### config.mk
export PLATFORM = sky130hd
export DESIGN_NAME = heap_sort
export DESIGN_NICKNAME = d
export VERILOG_FILES = /design/src/hw/rtl/hs_pkg.sv /design/src/hw/rtl/hs_ram.sv /design/src/hw/rtl/hs_seq.sv /design/src/hw/rtl/heap_sort.sv
export SDC_FILE = /design/constraint.sdc
export NUM_CORES = 2
export LEC_CHECK = 0
export BUFFER_PORTS_ARGS = -buffer_cell sky130_fd_sc_hd__buf_2
export CAP_MARGIN = 20
export CELL_PAD_IN_SITES_DETAIL_PLACEMENT = 1
export CELL_PAD_IN_SITES_GLOBAL_PLACEMENT = 1
export CORE_MARGIN = 1
export CORE_UTILIZATION = 25
export DETAILED_ROUTE_END_ITERATION = 10
export PLACE_DENSITY_LB_ADDON = 0.1
export SLEW_MARGIN = 20
export SYNTH_ARGS = -nofsm -noshare
export SYNTH_HDL_FRONTEND = slang
export SYNTH_HIERARCHICAL = 1
export SYNTH_SLANG_ARGS = --single-unit
### constraint.sdc
create_clock -name clock -period 10.3 [get_ports clock]
set_input_delay 2.06 -clock clock [delete_from_list [all_inputs] [get_ports clock]]
set_output_delay 2.06 -clock clock [all_outputs]
set_load 0.005 [all_outputs]
### src/hw/rtl/hs_pkg.sv
// heap sort package: datapath constants, microcode word and control program
package hs_pkg;

   localparam int MAX_ITEMS   = 64;
   localparam int STORE_DEPTH = 64;
   localparam int ADDR_W      = $clog2(STORE_DEPTH);
   localparam int CNT_W       = $clog2(STORE_DEPTH + 1);
   localparam int VAL_W       = 32;
   localparam int STEP_W      = 5;
   localparam int ACT_W       = 4;
   localparam int COND_W      = 4;

   // datapath actions
   localparam logic [ACT_W-1:0] ACT_IDLE      = 4'd0;
   localparam logic [ACT_W-1:0] ACT_NOP       = 4'd1;
   localparam logic [ACT_W-1:0] ACT_BLD_START = 4'd2;
   localparam logic [ACT_W-1:0] ACT_LOAD_CUR  = 4'd3;
   localparam logic [ACT_W-1:0] ACT_RD_L      = 4'd4;
   localparam logic [ACT_W-1:0] ACT_RD_R      = 4'd5;
   localparam logic [ACT_W-1:0] ACT_PICK      = 4'd6;
   localparam logic [ACT_W-1:0] ACT_MOVE      = 4'd7;
   localparam logic [ACT_W-1:0] ACT_PUT       = 4'd8;
   localparam logic [ACT_W-1:0] ACT_RD_LAST   = 4'd9;
   localparam logic [ACT_W-1:0] ACT_RD_ROOT   = 4'd10;
   localparam logic [ACT_W-1:0] ACT_SWAP      = 4'd11;
   localparam logic [ACT_W-1:0] ACT_O_RD      = 4'd12;
   localparam logic [ACT_W-1:0] ACT_O_LOAD    = 4'd13;
   localparam logic [ACT_W-1:0] ACT_CLEAR     = 4'd14;

   // jump conditions
   localparam logic [COND_W-1:0] COND_NEVER    = 4'd0;
   localparam logic [COND_W-1:0] COND_ALWAYS   = 4'd1;
   localparam logic [COND_W-1:0] COND_NO_START = 4'd2;
   localparam logic [COND_W-1:0] COND_BI_ZERO  = 4'd3;
   localparam logic [COND_W-1:0] COND_L_OUT    = 4'd4;
   localparam logic [COND_W-1:0] COND_NOT_GT   = 4'd5;
   localparam logic [COND_W-1:0] COND_BUILD    = 4'd6;
   localparam logic [COND_W-1:0] COND_HSZ_LE1  = 4'd7;
   localparam logic [COND_W-1:0] COND_OUT_BUSY = 4'd8;
   localparam logic [COND_W-1:0] COND_NOT_LAST = 4'd9;

   // program addresses
   localparam logic [STEP_W-1:0] ST_IDLE   = 5'd0;
   localparam logic [STEP_W-1:0] ST_BTEST  = 5'd1;
   localparam logic [STEP_W-1:0] ST_BSTART = 5'd2;
   localparam logic [STEP_W-1:0] ST_BLOAD  = 5'd3;
   localparam logic [STEP_W-1:0] ST_S0     = 5'd4;
   localparam logic [STEP_W-1:0] ST_S1     = 5'd5;
   localparam logic [STEP_W-1:0] ST_S2     = 5'd6;
   localparam logic [STEP_W-1:0] ST_S3     = 5'd7;
   localparam logic [STEP_W-1:0] ST_S4     = 5'd8;
   localparam logic [STEP_W-1:0] ST_SEND   = 5'd9;
   localparam logic [STEP_W-1:0] ST_ETEST  = 5'd10;
   localparam logic [STEP_W-1:0] ST_E1     = 5'd11;
   localparam logic [STEP_W-1:0] ST_E2     = 5'd12;
   localparam logic [STEP_W-1:0] ST_E3     = 5'd13;
   localparam logic [STEP_W-1:0] ST_O0     = 5'd14;
   localparam logic [STEP_W-1:0] ST_O1     = 5'd15;
   localparam logic [STEP_W-1:0] ST_DONE   = 5'd16;

   typedef struct packed {
      logic [ACT_W-1:0]  act;
      logic [COND_W-1:0] cond;
      logic [STEP_W-1:0] target;
   } ucode_type;

   typedef struct packed {
      logic start;
      logic bi_zero;
      logic l_out;
      logic gt;
      logic build;
      logic hsz_le1;
      logic out_busy;
      logic last_k;
   } flags_type;

   function automatic ucode_type ucode_rom(input logic [STEP_W-1:0] step);
      ucode_type w;
      unique case (step)
         ST_IDLE:   w = '{ACT_IDLE,      COND_NO_START, ST_IDLE};
         ST_BTEST:  w = '{ACT_NOP,       COND_BI_ZERO,  ST_ETEST};
         ST_BSTART: w = '{ACT_BLD_START, COND_NEVER,    ST_IDLE};
         ST_BLOAD:  w = '{ACT_LOAD_CUR,  COND_ALWAYS,   ST_S0};
         ST_S0:     w = '{ACT_RD_L,      COND_L_OUT,    ST_SEND};
         ST_S1:     w = '{ACT_RD_R,      COND_NEVER,    ST_IDLE};
         ST_S2:     w = '{ACT_PICK,      COND_NEVER,    ST_IDLE};
         ST_S3:     w = '{ACT_NOP,       COND_NOT_GT,   ST_SEND};
         ST_S4:     w = '{ACT_MOVE,      COND_ALWAYS,   ST_S0};
         ST_SEND:   w = '{ACT_PUT,       COND_BUILD,    ST_BTEST};
         ST_ETEST:  w = '{ACT_NOP,       COND_HSZ_LE1,  ST_O0};
         ST_E1:     w = '{ACT_RD_LAST,   COND_NEVER,    ST_IDLE};
         ST_E2:     w = '{ACT_RD_ROOT,   COND_NEVER,    ST_IDLE};
         ST_E3:     w = '{ACT_SWAP,      COND_ALWAYS,   ST_S0};
         ST_O0:     w = '{ACT_O_RD,      COND_OUT_BUSY, ST_O0};
         ST_O1:     w = '{ACT_O_LOAD,    COND_NOT_LAST, ST_O0};
         ST_DONE:   w = '{ACT_CLEAR,     COND_ALWAYS,   ST_IDLE};
         default:   w = '{ACT_NOP,       COND_ALWAYS,   ST_IDLE};
      endcase
      return w;
   endfunction

endpackage

### src/hw/rtl/hs_ram.sv
// generic single write port ram with registered read
module hs_ram #(
   parameter int WIDTH = 32,
   parameter int DEPTH = 64
) (
   input  logic                     clock,
   input  logic                     we,
   input  logic [$clog2(DEPTH)-1:0] waddr,
   input  logic [WIDTH-1:0]         wdata,
   input  logic [$clog2(DEPTH)-1:0] raddr,
   output logic [WIDTH-1:0]         rdata
);

   logic [WIDTH-1:0] mem_ff [DEPTH];
   logic [WIDTH-1:0] rdata_ff;

   always_ff @(posedge clock) begin
      if (we) begin
         mem_ff[waddr] <= wdata;
      end
      rdata_ff <= mem_ff[raddr];
   end

   assign rdata = rdata_ff;

endmodule

### src/hw/rtl/hs_seq.sv
// heap sort microcode sequencer: step counter, control rom and jump logic
module hs_seq (
   input  logic                     clock,
   input  logic                     reset,
   input  hs_pkg::flags_type        flags,
   output logic [hs_pkg::ACT_W-1:0] act
);
   import hs_pkg::*;

   logic [STEP_W-1:0] step_ff;
   logic [STEP_W-1:0] step_in;
   ucode_type         word;
   logic              jump;

   assign word = ucode_rom(step_ff);

   always_comb begin
      case (word.cond)
         COND_NEVER:    jump = 1'b0;
         COND_ALWAYS:   jump = 1'b1;
         COND_NO_START: jump = !flags.start;
         COND_BI_ZERO:  jump = flags.bi_zero;
         COND_L_OUT:    jump = flags.l_out;
         COND_NOT_GT:   jump = !flags.gt;
         COND_BUILD:    jump = flags.build;
         COND_HSZ_LE1:  jump = flags.hsz_le1;
         COND_OUT_BUSY: jump = flags.out_busy;
         COND_NOT_LAST: jump = !flags.last_k;
         default:       jump = 1'b1;
      endcase
      step_in = jump ? word.target : step_ff + STEP_W'(1);
   end

   always_ff @(posedge clock) begin
      if (reset) begin
         step_ff <= ST_IDLE;
      end else begin
         step_ff <= step_in;
      end
   end

   assign act = word.act;

endmodule

### src/hw/rtl/heap_sort.sv
// heap sort top level: load port, heap datapath and result register
//
// usage
// - requests arrive on req_valid/req_ready with req_value_in (signed) and req_last_in
// - values are stored in arrival order, at most 64 per set; extra values are dropped
// - a request with req_last_in set starts the sort of the held set
// - req_ready is high only while the block is idle (one request per cycle then)
// - the sort builds a max-heap and extracts roots; each sift level runs two registered reads,
//   a pick, a compare and a move
// - results leave on rsp_valid/rsp_ready in ascending order, each read from the store and
//   then loaded into the result register, the largest flagged by rsp_last_out
// - a stalled receiver holds the sequencer in its output step; nothing is lost
// - the last result may still wait in the output register while a new set loads
// - reset empties the set and the result register; store contents stay undefined
module heap_sort (
   input  logic                            clock,
   input  logic                            reset,
   input  logic                            req_valid,
   output logic                            req_ready,
   input  logic signed [hs_pkg::VAL_W-1:0] req_value_in,
   input  logic                            req_last_in,
   output logic                            rsp_valid,
   input  logic                            rsp_ready,
   output logic signed [hs_pkg::VAL_W-1:0] rsp_value_out,
   output logic                            rsp_last_out
);
   import hs_pkg::*;

   logic [ACT_W-1:0] act;
   flags_type        flags;

   logic [CNT_W-1:0]  cnt_ff, cnt_in;
   logic [CNT_W-1:0]  hsz_ff, hsz_in;
   logic [CNT_W-1:0]  bi_ff, bi_in;
   logic [ADDR_W-1:0] node_ff, node_in;
   logic [ADDR_W-1:0] k_ff, k_in;
   logic [CNT_W-1:0]  big_ff, big_in;
   logic              mode_ff, mode_in;
   logic signed [VAL_W-1:0] cur_ff, cur_in;
   logic signed [VAL_W-1:0] lv_ff, lv_in;
   logic signed [VAL_W-1:0] bv_ff, bv_in;
   logic              rsp_valid_ff, rsp_valid_in;
   logic signed [VAL_W-1:0] rsp_value_ff, rsp_value_in;
   logic              rsp_last_ff, rsp_last_in;

   logic              ram_we;
   logic [ADDR_W-1:0] ram_waddr;
   logic [VAL_W-1:0]  ram_wdata;
   logic [ADDR_W-1:0] ram_raddr;
   logic [VAL_W-1:0]  ram_rdata;
   logic signed [VAL_W-1:0] rd_val;

   logic [CNT_W-1:0]  lidx;
   logic [CNT_W-1:0]  ridx;
   logic [CNT_W-1:0]  hsz_m1;
   logic [CNT_W-1:0]  bi_m1;
   logic              room;

   assign rd_val = $signed(ram_rdata);
   assign lidx   = {node_ff, 1'b1};
   assign ridx   = lidx + CNT_W'(1);
   assign hsz_m1 = hsz_ff - CNT_W'(1);
   assign bi_m1  = bi_ff - CNT_W'(1);
   assign room   = cnt_ff < CNT_W'(MAX_ITEMS);

   assign req_ready = (act == ACT_IDLE);

   assign flags.start    = req_valid && req_last_in;
   assign flags.bi_zero  = (bi_ff == '0);
   assign flags.l_out    = (lidx >= hsz_ff);
   assign flags.gt       = (bv_ff > cur_ff);
   assign flags.build    = mode_ff;
   assign flags.hsz_le1  = (hsz_ff <= CNT_W'(1));
   assign flags.out_busy = rsp_valid_ff && !rsp_ready;
   assign flags.last_k   = ({1'b0, k_ff} == (cnt_ff - CNT_W'(1)));

   hs_seq u_seq (
      .clock (clock),
      .reset (reset),
      .flags (flags),
      .act   (act)
   );

   hs_ram #(
      .WIDTH (VAL_W),
      .DEPTH (STORE_DEPTH)
   ) u_store (
      .clock (clock),
      .we    (ram_we),
      .waddr (ram_waddr),
      .wdata (ram_wdata),
      .raddr (ram_raddr),
      .rdata (ram_rdata)
   );

   always_comb begin
      cnt_in       = cnt_ff;
      hsz_in       = hsz_ff;
      bi_in        = bi_ff;
      node_in      = node_ff;
      k_in         = k_ff;
      big_in       = big_ff;
      mode_in      = mode_ff;
      cur_in       = cur_ff;
      lv_in        = lv_ff;
      bv_in        = bv_ff;
      rsp_valid_in = rsp_valid_ff && !rsp_ready;
      rsp_value_in = rsp_value_ff;
      rsp_last_in  = rsp_last_ff;
      ram_we       = 1'b0;
      ram_waddr    = '0;
      ram_wdata    = '0;
      ram_raddr    = '0;
      unique case (act)
         ACT_IDLE: begin
            if (req_valid) begin
               if (room) begin
                  ram_we    = 1'b1;
                  ram_waddr = cnt_ff[ADDR_W-1:0];
                  ram_wdata = req_value_in;
                  cnt_in    = cnt_ff + CNT_W'(1);
               end
               if (req_last_in) begin
                  hsz_in  = cnt_in;
                  bi_in   = cnt_in >> 1;
                  mode_in = 1'b1;
               end
            end
         end
         ACT_NOP: begin
         end
         ACT_BLD_START: begin
            bi_in     = bi_m1;
            node_in   = bi_m1[ADDR_W-1:0];
            ram_raddr = bi_m1[ADDR_W-1:0];
         end
         ACT_LOAD_CUR: begin
            cur_in = rd_val;
         end
         ACT_RD_L: begin
            ram_raddr = lidx[ADDR_W-1:0];
         end
         ACT_RD_R: begin
            lv_in     = rd_val;
            ram_raddr = ridx[ADDR_W-1:0];
         end
         ACT_PICK: begin
            if (ridx < hsz_ff && rd_val > lv_ff) begin
               big_in = ridx;
               bv_in  = rd_val;
            end else begin
               big_in = lidx;
               bv_in  = lv_ff;
            end
         end
         ACT_MOVE: begin
            ram_we    = 1'b1;
            ram_waddr = node_ff;
            ram_wdata = bv_ff;
            node_in   = big_ff[ADDR_W-1:0];
         end
         ACT_PUT: begin
            ram_we    = 1'b1;
            ram_waddr = node_ff;
            ram_wdata = cur_ff;
         end
         ACT_RD_LAST: begin
            ram_raddr = hsz_m1[ADDR_W-1:0];
         end
         ACT_RD_ROOT: begin
            cur_in    = rd_val;
            ram_raddr = '0;
         end
         ACT_SWAP: begin
            ram_we    = 1'b1;
            ram_waddr = hsz_m1[ADDR_W-1:0];
            ram_wdata = ram_rdata;
            hsz_in    = hsz_m1;
            node_in   = '0;
            mode_in   = 1'b0;
         end
         ACT_O_RD: begin
            ram_raddr = k_ff;
         end
         ACT_O_LOAD: begin
            rsp_valid_in = 1'b1;
            rsp_value_in = rd_val;
            rsp_last_in  = flags.last_k;
            k_in         = k_ff + ADDR_W'(1);
         end
         ACT_CLEAR: begin
            cnt_in = '0;
            hsz_in = '0;
            k_in   = '0;
         end
         default: begin
         end
      endcase
   end

   always_ff @(posedge clock) begin
      if (reset) begin
         cnt_ff       <= '0;
         hsz_ff       <= '0;
         k_ff         <= '0;
         mode_ff      <= 1'b0;
         rsp_valid_ff <= 1'b0;
      end else begin
         cnt_ff       <= cnt_in;
         hsz_ff       <= hsz_in;
         k_ff         <= k_in;
         mode_ff      <= mode_in;
         rsp_valid_ff <= rsp_valid_in;
      end
   end

   always_ff @(posedge clock) begin
      bi_ff        <= bi_in;
      node_ff      <= node_in;
      big_ff       <= big_in;
      cur_ff       <= cur_in;
      lv_ff        <= lv_in;
      bv_ff        <= bv_in;
      rsp_value_ff <= rsp_value_in;
      rsp_last_ff  <= rsp_last_in;
   end

   assign rsp_valid     = rsp_valid_ff;
   assign rsp_value_out = rsp_value_ff;
   assign rsp_last_out  = rsp_last_ff;

   a_cnt_cap: assert property (@(posedge clock) disable iff (reset)
      cnt_ff <= CNT_W'(MAX_ITEMS))
      else $error("item count beyond capacity");

   a_heap_in_set: assert property (@(posedge clock) disable iff (reset)
      hsz_ff <= cnt_ff)
      else $error("heap size exceeds stored set");

   a_load_free: assert property (@(posedge clock) disable iff (reset)
      act == ACT_O_LOAD |-> !(rsp_valid_ff && !rsp_ready))
      else $error("result register overwritten while stalled");

   a_move_range: assert property (@(posedge clock) disable iff (reset)
      act == ACT_MOVE |-> big_ff < hsz_ff)
      else $error("sift step moved outside the heap");

   a_idle_clean: assert property (@(posedge clock) disable iff (reset)
      $past(act == ACT_CLEAR) |-> (cnt_ff == '0 && hsz_ff == '0))
      else $error("set not cleared after output");

endmodule
# After elaboration in Yosys (flattened, before gate mapping)
# Memories as Yosys holds them, arrays and structs flattened. A register that Yosys moved wholly into a read port is not among the register bits.
# Index checks and enable logic that the tools add are counted.
[classes]
eq_ne = 24
n_lt_le_gt_ge = 6
muxes = 32
n_reduce_logical = 23
n_addsub = 7
[ops]
columns = ["operator", "count"]
rows = [
  ["32-bit one-hot mux with 4 select lines", 1],
  ["32-bit 2-to-1 mux", 3],
  ["32-bit greater-than comparator", 2],
  ["7-bit 2-to-1 mux", 6],
  ["4-bit == test (second input constant)", 9],
  ["6-bit one-hot mux with 3 select lines", 2],
  ["4-bit by 3-bit == test with 1-bit output (second input constant)", 8],
  ["6-bit one-hot mux with 5 select lines", 1],
  ["7-bit one-hot mux with 2 select lines", 2],
  ["7-bit one-hot mux with 3 select lines", 1],
  ["7-bit by 1-bit subtractor with 7-bit output (second input constant)", 3],
  ["6-bit 2-to-1 mux", 3],
  ["4-bit by 2-bit == test with 1-bit output (second input constant)", 4],
  ["7-bit by 1-bit adder with 7-bit output (second input constant)", 2],
  ["6-bit one-hot mux with 2 select lines", 1],
  ["5-bit 2-to-1 mux", 2],
  ["1-bit one-hot mux with 9 select lines", 1],
  ["3-bit AND reduction", 3],
  ["4-bit logical NOT", 2],
  ["2-bit nonzero test", 4],
  ["6-bit by 7-bit == test with 1-bit output", 1],
  ["7-bit greater-or-equal comparator", 1],
  ["7-bit by 1-bit less-or-equal comparator with 1-bit output (second input constant)", 1],
  ["7-bit logical NOT", 1],
  ["14 further kinds", 28],
]
[word_totals]
ram_bits = 2048
elab_cells = 109
regBits = 175
memories = 2
mem_bits_ro = 384
[mem_list]
columns = ["name", "depth", "word_bits", "rd", "rd_ports_with_merged_regs", "write_ports", "line_no", "text"]
rows = [
  ["u_store.mem_ff", 64, 32, 1, 1, 1, "hs_ram.sv:14", "logic [WIDTH-1:0] mem_ff [DEPTH];"],
  ["(name not given)", 32, 12, 1, 1, 0, "hs_pkg.sv:80", "unique case (step)"],
]

# Depth between registers and ports, before layout
[depth]
ltp_word = 6
mapped_depth = 20
mapped_depth_nobuf = 19

# Modules after synthesis
# Netlist, hierarchy kept.
[modules_own_cells]
columns = ["module", "area_each_um2", "cells_each", "n_inst"]
rows = [
  ["hs_ram", 78515.3, 3324, 1],
  ["heap_sort", 9474.1, 862, 1],
  ["hs_seq", 1370.1, 163, 1],
]

# Worst setup path before layout
# Ideal clock, no wire load.
[synth_timing]
path_kind = "input-to-reg"
startpoint = "input req_valid"
endpoint = "memory u_store.mem_ff[48][0], enable pin"
slack_ns = 4.498
required_time_ns = 9.839
arrival_time_ns = 5.341
path_stages = 7
path_cell_list = "nand2_1 nor2_1 a22oi_1 nand2_1 clkbuf_1 nand4b_1 nor3_1"
[synth_rtl]
columns = ["element", "line_no", "text"]
rows = [
  ["from (decl)", "heap_sort.sv:18", "input logic req_valid,"],
  ["6-bit 2-to-1 mux", "heap_sort.sv:116", "if (req_valid) begin"],
  ["6-bit one-hot mux with 3 select lines", "heap_sort.sv:114", "unique case (act)"],
  ["named net ram_waddr[4]", "heap_sort.sv:47", "logic [ADDR_W-1:0] ram_waddr;"],
  ["to (decl)", "hs_ram.sv:14", ""],
]
# The timed path passes the listed nets, and every way through them passes these cells.

# Final worst setup path
[layout_timing]
startpoint = "register, netlist name u_seq/word[10]"
endpoint = "register u_store.rdata_ff[5], in the netlist u_store/rdata[5] (read register of u_store.mem_ff)"
[layout_via]
elab_chain_len = 2
[layout_lines]
columns = ["element", "line_no", "text"]
rows = [
  ["4-bit == test, or another cell as far along", "heap_sort.sv:114", ""],
  ["6-bit one-hot mux with 5 select lines (*)", "heap_sort.sv:114", ""],
  ["named net ram_raddr[0]", "heap_sort.sv:49", "logic [ADDR_W-1:0] ram_raddr;"],
  ["to (decl)", "hs_ram.sv:15", "logic [WIDTH-1:0] rdata_ff;"],
]
# The timed path passes the listed nets; every way through them passes the cells marked *.
# A chain may end at the register's enable or synchronous reset.

==> impl_metrics.toml <==
[placement]
hpwl_um = 173000
dp_slack_ps = 4030
place_congestion = 0.747
io_buffers = 71

[die]
die_h_um = 600
fp.dieW_um = 600
initial_utilization_pct = 25.1
io_pins = 72
core_area_mm2 = 0.356
num_rows = 219
die_area_mm2 = 0.360

[synthesis]
synthCells = 4349
yosys.area.top_type = "edfxtp_1"
synth_top_area_share_pct = 73.8
seq_area_frac_synth_pct = 75.4
synth.distinct_cells = 78
syn_nets = 4477
synthArstFlopShare_pct = 0
synth-main-ff-cell = "edfxtp_1"
synth_warnings = 6
synth-seq-cells = 2267
syn_area_per_cell_um2 = 20.5
synth_edf_count = 2196
netlist_top_cells_area = "edfxtp_1 74%, mux4_2 14%, dfxtp_1 1.6%"
synth_area_mm2 = 0.0894

[cts]
root_buffer = "clkbuf_16"
post_cts_buffers = 0
hold_buffers = 0
htree_levels = 5
cts_buffers = 265
cts_tree = "built"
clock_sinks = 2267
cts.repair.resized = 0
insertion_delay_ps = 890
path_clk_slew_ps = 60
clockBufferDepth = 4

[final_layout]
area_growth_pct = 17.1
finish.utilization_pct = 29.4
nets = 4752
final_common_cell = "edfxtp_1"
final_layout_size_suffix_gt1_share_pct = 26.8
layout_common_cells = "2196 x edfxtp_1, 544 x mux4_2, 270 x clkbuf_16, 159 x buf_4, 134 x nor2_1"

[worst_setup_path]
crit_family = "compound AO/OA/AOI/OAI gates"
cpPeakStageDelay_ps = 910
endpoint_kind = "flop"
crit_arrival_ps = 6710
required_ps = 11010
slowest_stage = "o221ai_4"
crit_fanout = 53
r2r_setup_slack_ps = 4300
rr_startpoint = "u_seq/word[10]"
ff2ff_path_depth = 10
crit_chain = "nand2b_1, or3_1, o221ai_4, buf_4, buf_12, buf_4, mux4_2, mux4_2, o22ai_1, nor2_1"
crit_buf_inv = 3
reg2reg_to = "u_store/rdata[5]"
cp-start-kind = "flop"
critical_path_class = "reg -> reg"

[timing]
finalHoldViolCount = 0
fmax_mhz = 167
worst_pin_slew_ps = 1120
period_share_pct = 58.3
period_needed_ps = 6000
slew_headroom_pct = 24.8
slew_viol_final = 0
fin_ws_ps = 4300
setup-tns-final_ps = 0
rsz0062_at_grt = "no"
skew_ps = 27.8
finalSetupViolations = 0

[min_path]
hold_path_end = "hsz_ff[6]"
hold_depth = 2
hp-class = "reg -> reg"
hold_path_startpoint = "hsz_ff[6]"

[global_route]
busiest_layer = "met2"
grt.overflow.total = 0
gr-usage-met1_pct = 22.9
grt_pass1_wl_um = 407000
grtUsageTotal_pct = 16.4
grt_pass1_vias = 47500
grtUsageMet3_pct = 2.02
antenna_found_initial = 22
grt_max_degree = 94
met2_usage_pct = 27.4

[detailed_routing]
num_vias = 44300
wl_um = 297000
drc = 104
firstDrtPassIters = 9
avgViaCountPerCell = 4.62
antenna_left = 0
wire_per_inst_um = 31.1
drt-initial-drc-count = 3833

[power_and_ir_drop]
ir_drop_mv = 0.163
leakagePower_nw = 32.4
p_per_area_mw_per_mm2 = 274
total_power_mw = 28.6

[job]
cap_violations = 0

[outcome]
violations = "design-rule violations"
status = "finished, violations left"
power breakdown:
part           internal, mW  switching [mW]  total [mW]
logic                  2.84            5.32        8.16
clock network          5.15            3.83        8.98
registers              11.0           0.479        11.5
layer usage:
metal / vias up / wire length, µm
met1: 24400 / 136000
met3: 320 / 12900
met5: - / 0
met2: 904 / 144000
met4: 0 / 5400
li1: 18600 / -
logic make-up (layout without fill, tap and decap cells):
family / after synthesis / in the layout / synth area share [%]
other cells: 0 / 13 / 0
compound gates: 402 / 402 / 3.12
fa+ha+maj: 91 / 91 / 1.27
buf+inv: 322 / 785 / 1.66
mux: 686 / 686 / 15.4
simple gates: 535 / 535 / 2.74
xor+xnor: 46 / 46 / 0.451
flops: 2267 / 2267 / 75.4
worst max path at each step:
stage / endpoint / depth (start not counted) / slack (ps) / from
finish: u_store/rdata[5] / 10 / 4300 / u_seq/word[10]
detailed placement: u_store/mem_ff[41][6] / 9 / 4030 / req_valid
global placement: u_store/mem_ff[45][6] / 9 / 4140 / req_valid
global route: u_store/rdata[5] / 10 / 3980 / u_seq/word[10]
CTS: u_store/rdata[5] / 10 / 4160 / u_seq/word[10]
floorplan: u_store/mem_ff[48][0] / 7 / 4500 / req_valid
registers in the layout (all words and copies together) (netlist names), 5 cells and up:
| register | flops |
|---|---|
| u_store/rdata | 32 |
| u_seq/step_ff | 5 |
| cur_ff | 32 |
| lv_ff | 32 |
| k_ff | 6 |
| u_store/mem_ff | 2048 |
| rsp_value_out | 32 |
| cnt_ff | 7 |
| hsz_ff | 7 |
| node_ff | 6 |
| bi_ff | 7 |
| bv_ff | 32 |
| big_ff | 6 |
| u_seq/word | 12 |
synth_stat cells, drive strengths merged, types with 5 or more instances:
cell       n
a222oi    32
nand2b    23
nand3b     7
or2        5
edfxtp  2196
o22ai     87
a221o      5
a22oi     20
mux2i    104
mux4     544
nor2b     32
or3b       5
a21o      22
buf      120
nand3     29
mux2      38
xor2      24
and2       8
xnor2     22
o32ai      5
nand4     21
and3       9
a21oi    111
inv       90
o221ai    32
clkbuf   112
nor3      23
nand2    149
a311oi    10
a211oi    13
or3       12
o21ai     27
ha        91
nor2     203
a31oi      6
dfxtp     71
per-stage QoR:
stage	cells	hold WS (ps)	cell area, µm²
final	9576	500	105000
after global routing	9565	534	105000
after CTS	9563	497	105000
after detailed placement	9108	484	96600
after global placement	9107	485	96600
after floorplan	4349	468	89400
final cells by class:
| type | count | area (µm²) |
|---|---|---|
| Multi-Input combinational cell | 1760 | 21200 |
| Clock inverter | 96 | 852 |
| Tap cell | 4751 | 5940 |
| Inverter | 90 | 340 |
| Antenna cell | 13 | 32.5 |
| Clock buffer | 359 | 7150 |
| Timing Repair Buffer | 240 | 1730 |
| Sequential cell | 2267 | 67400 |
| Fill cell | 36100 | 251000 |
tightest hold or removal path: stages (launching register included):
cell,delay (ps)
dfxtp_1,310
nor2_1,100
nor3_1,50
No activity file was read; power rests on OpenSTA's default activity.
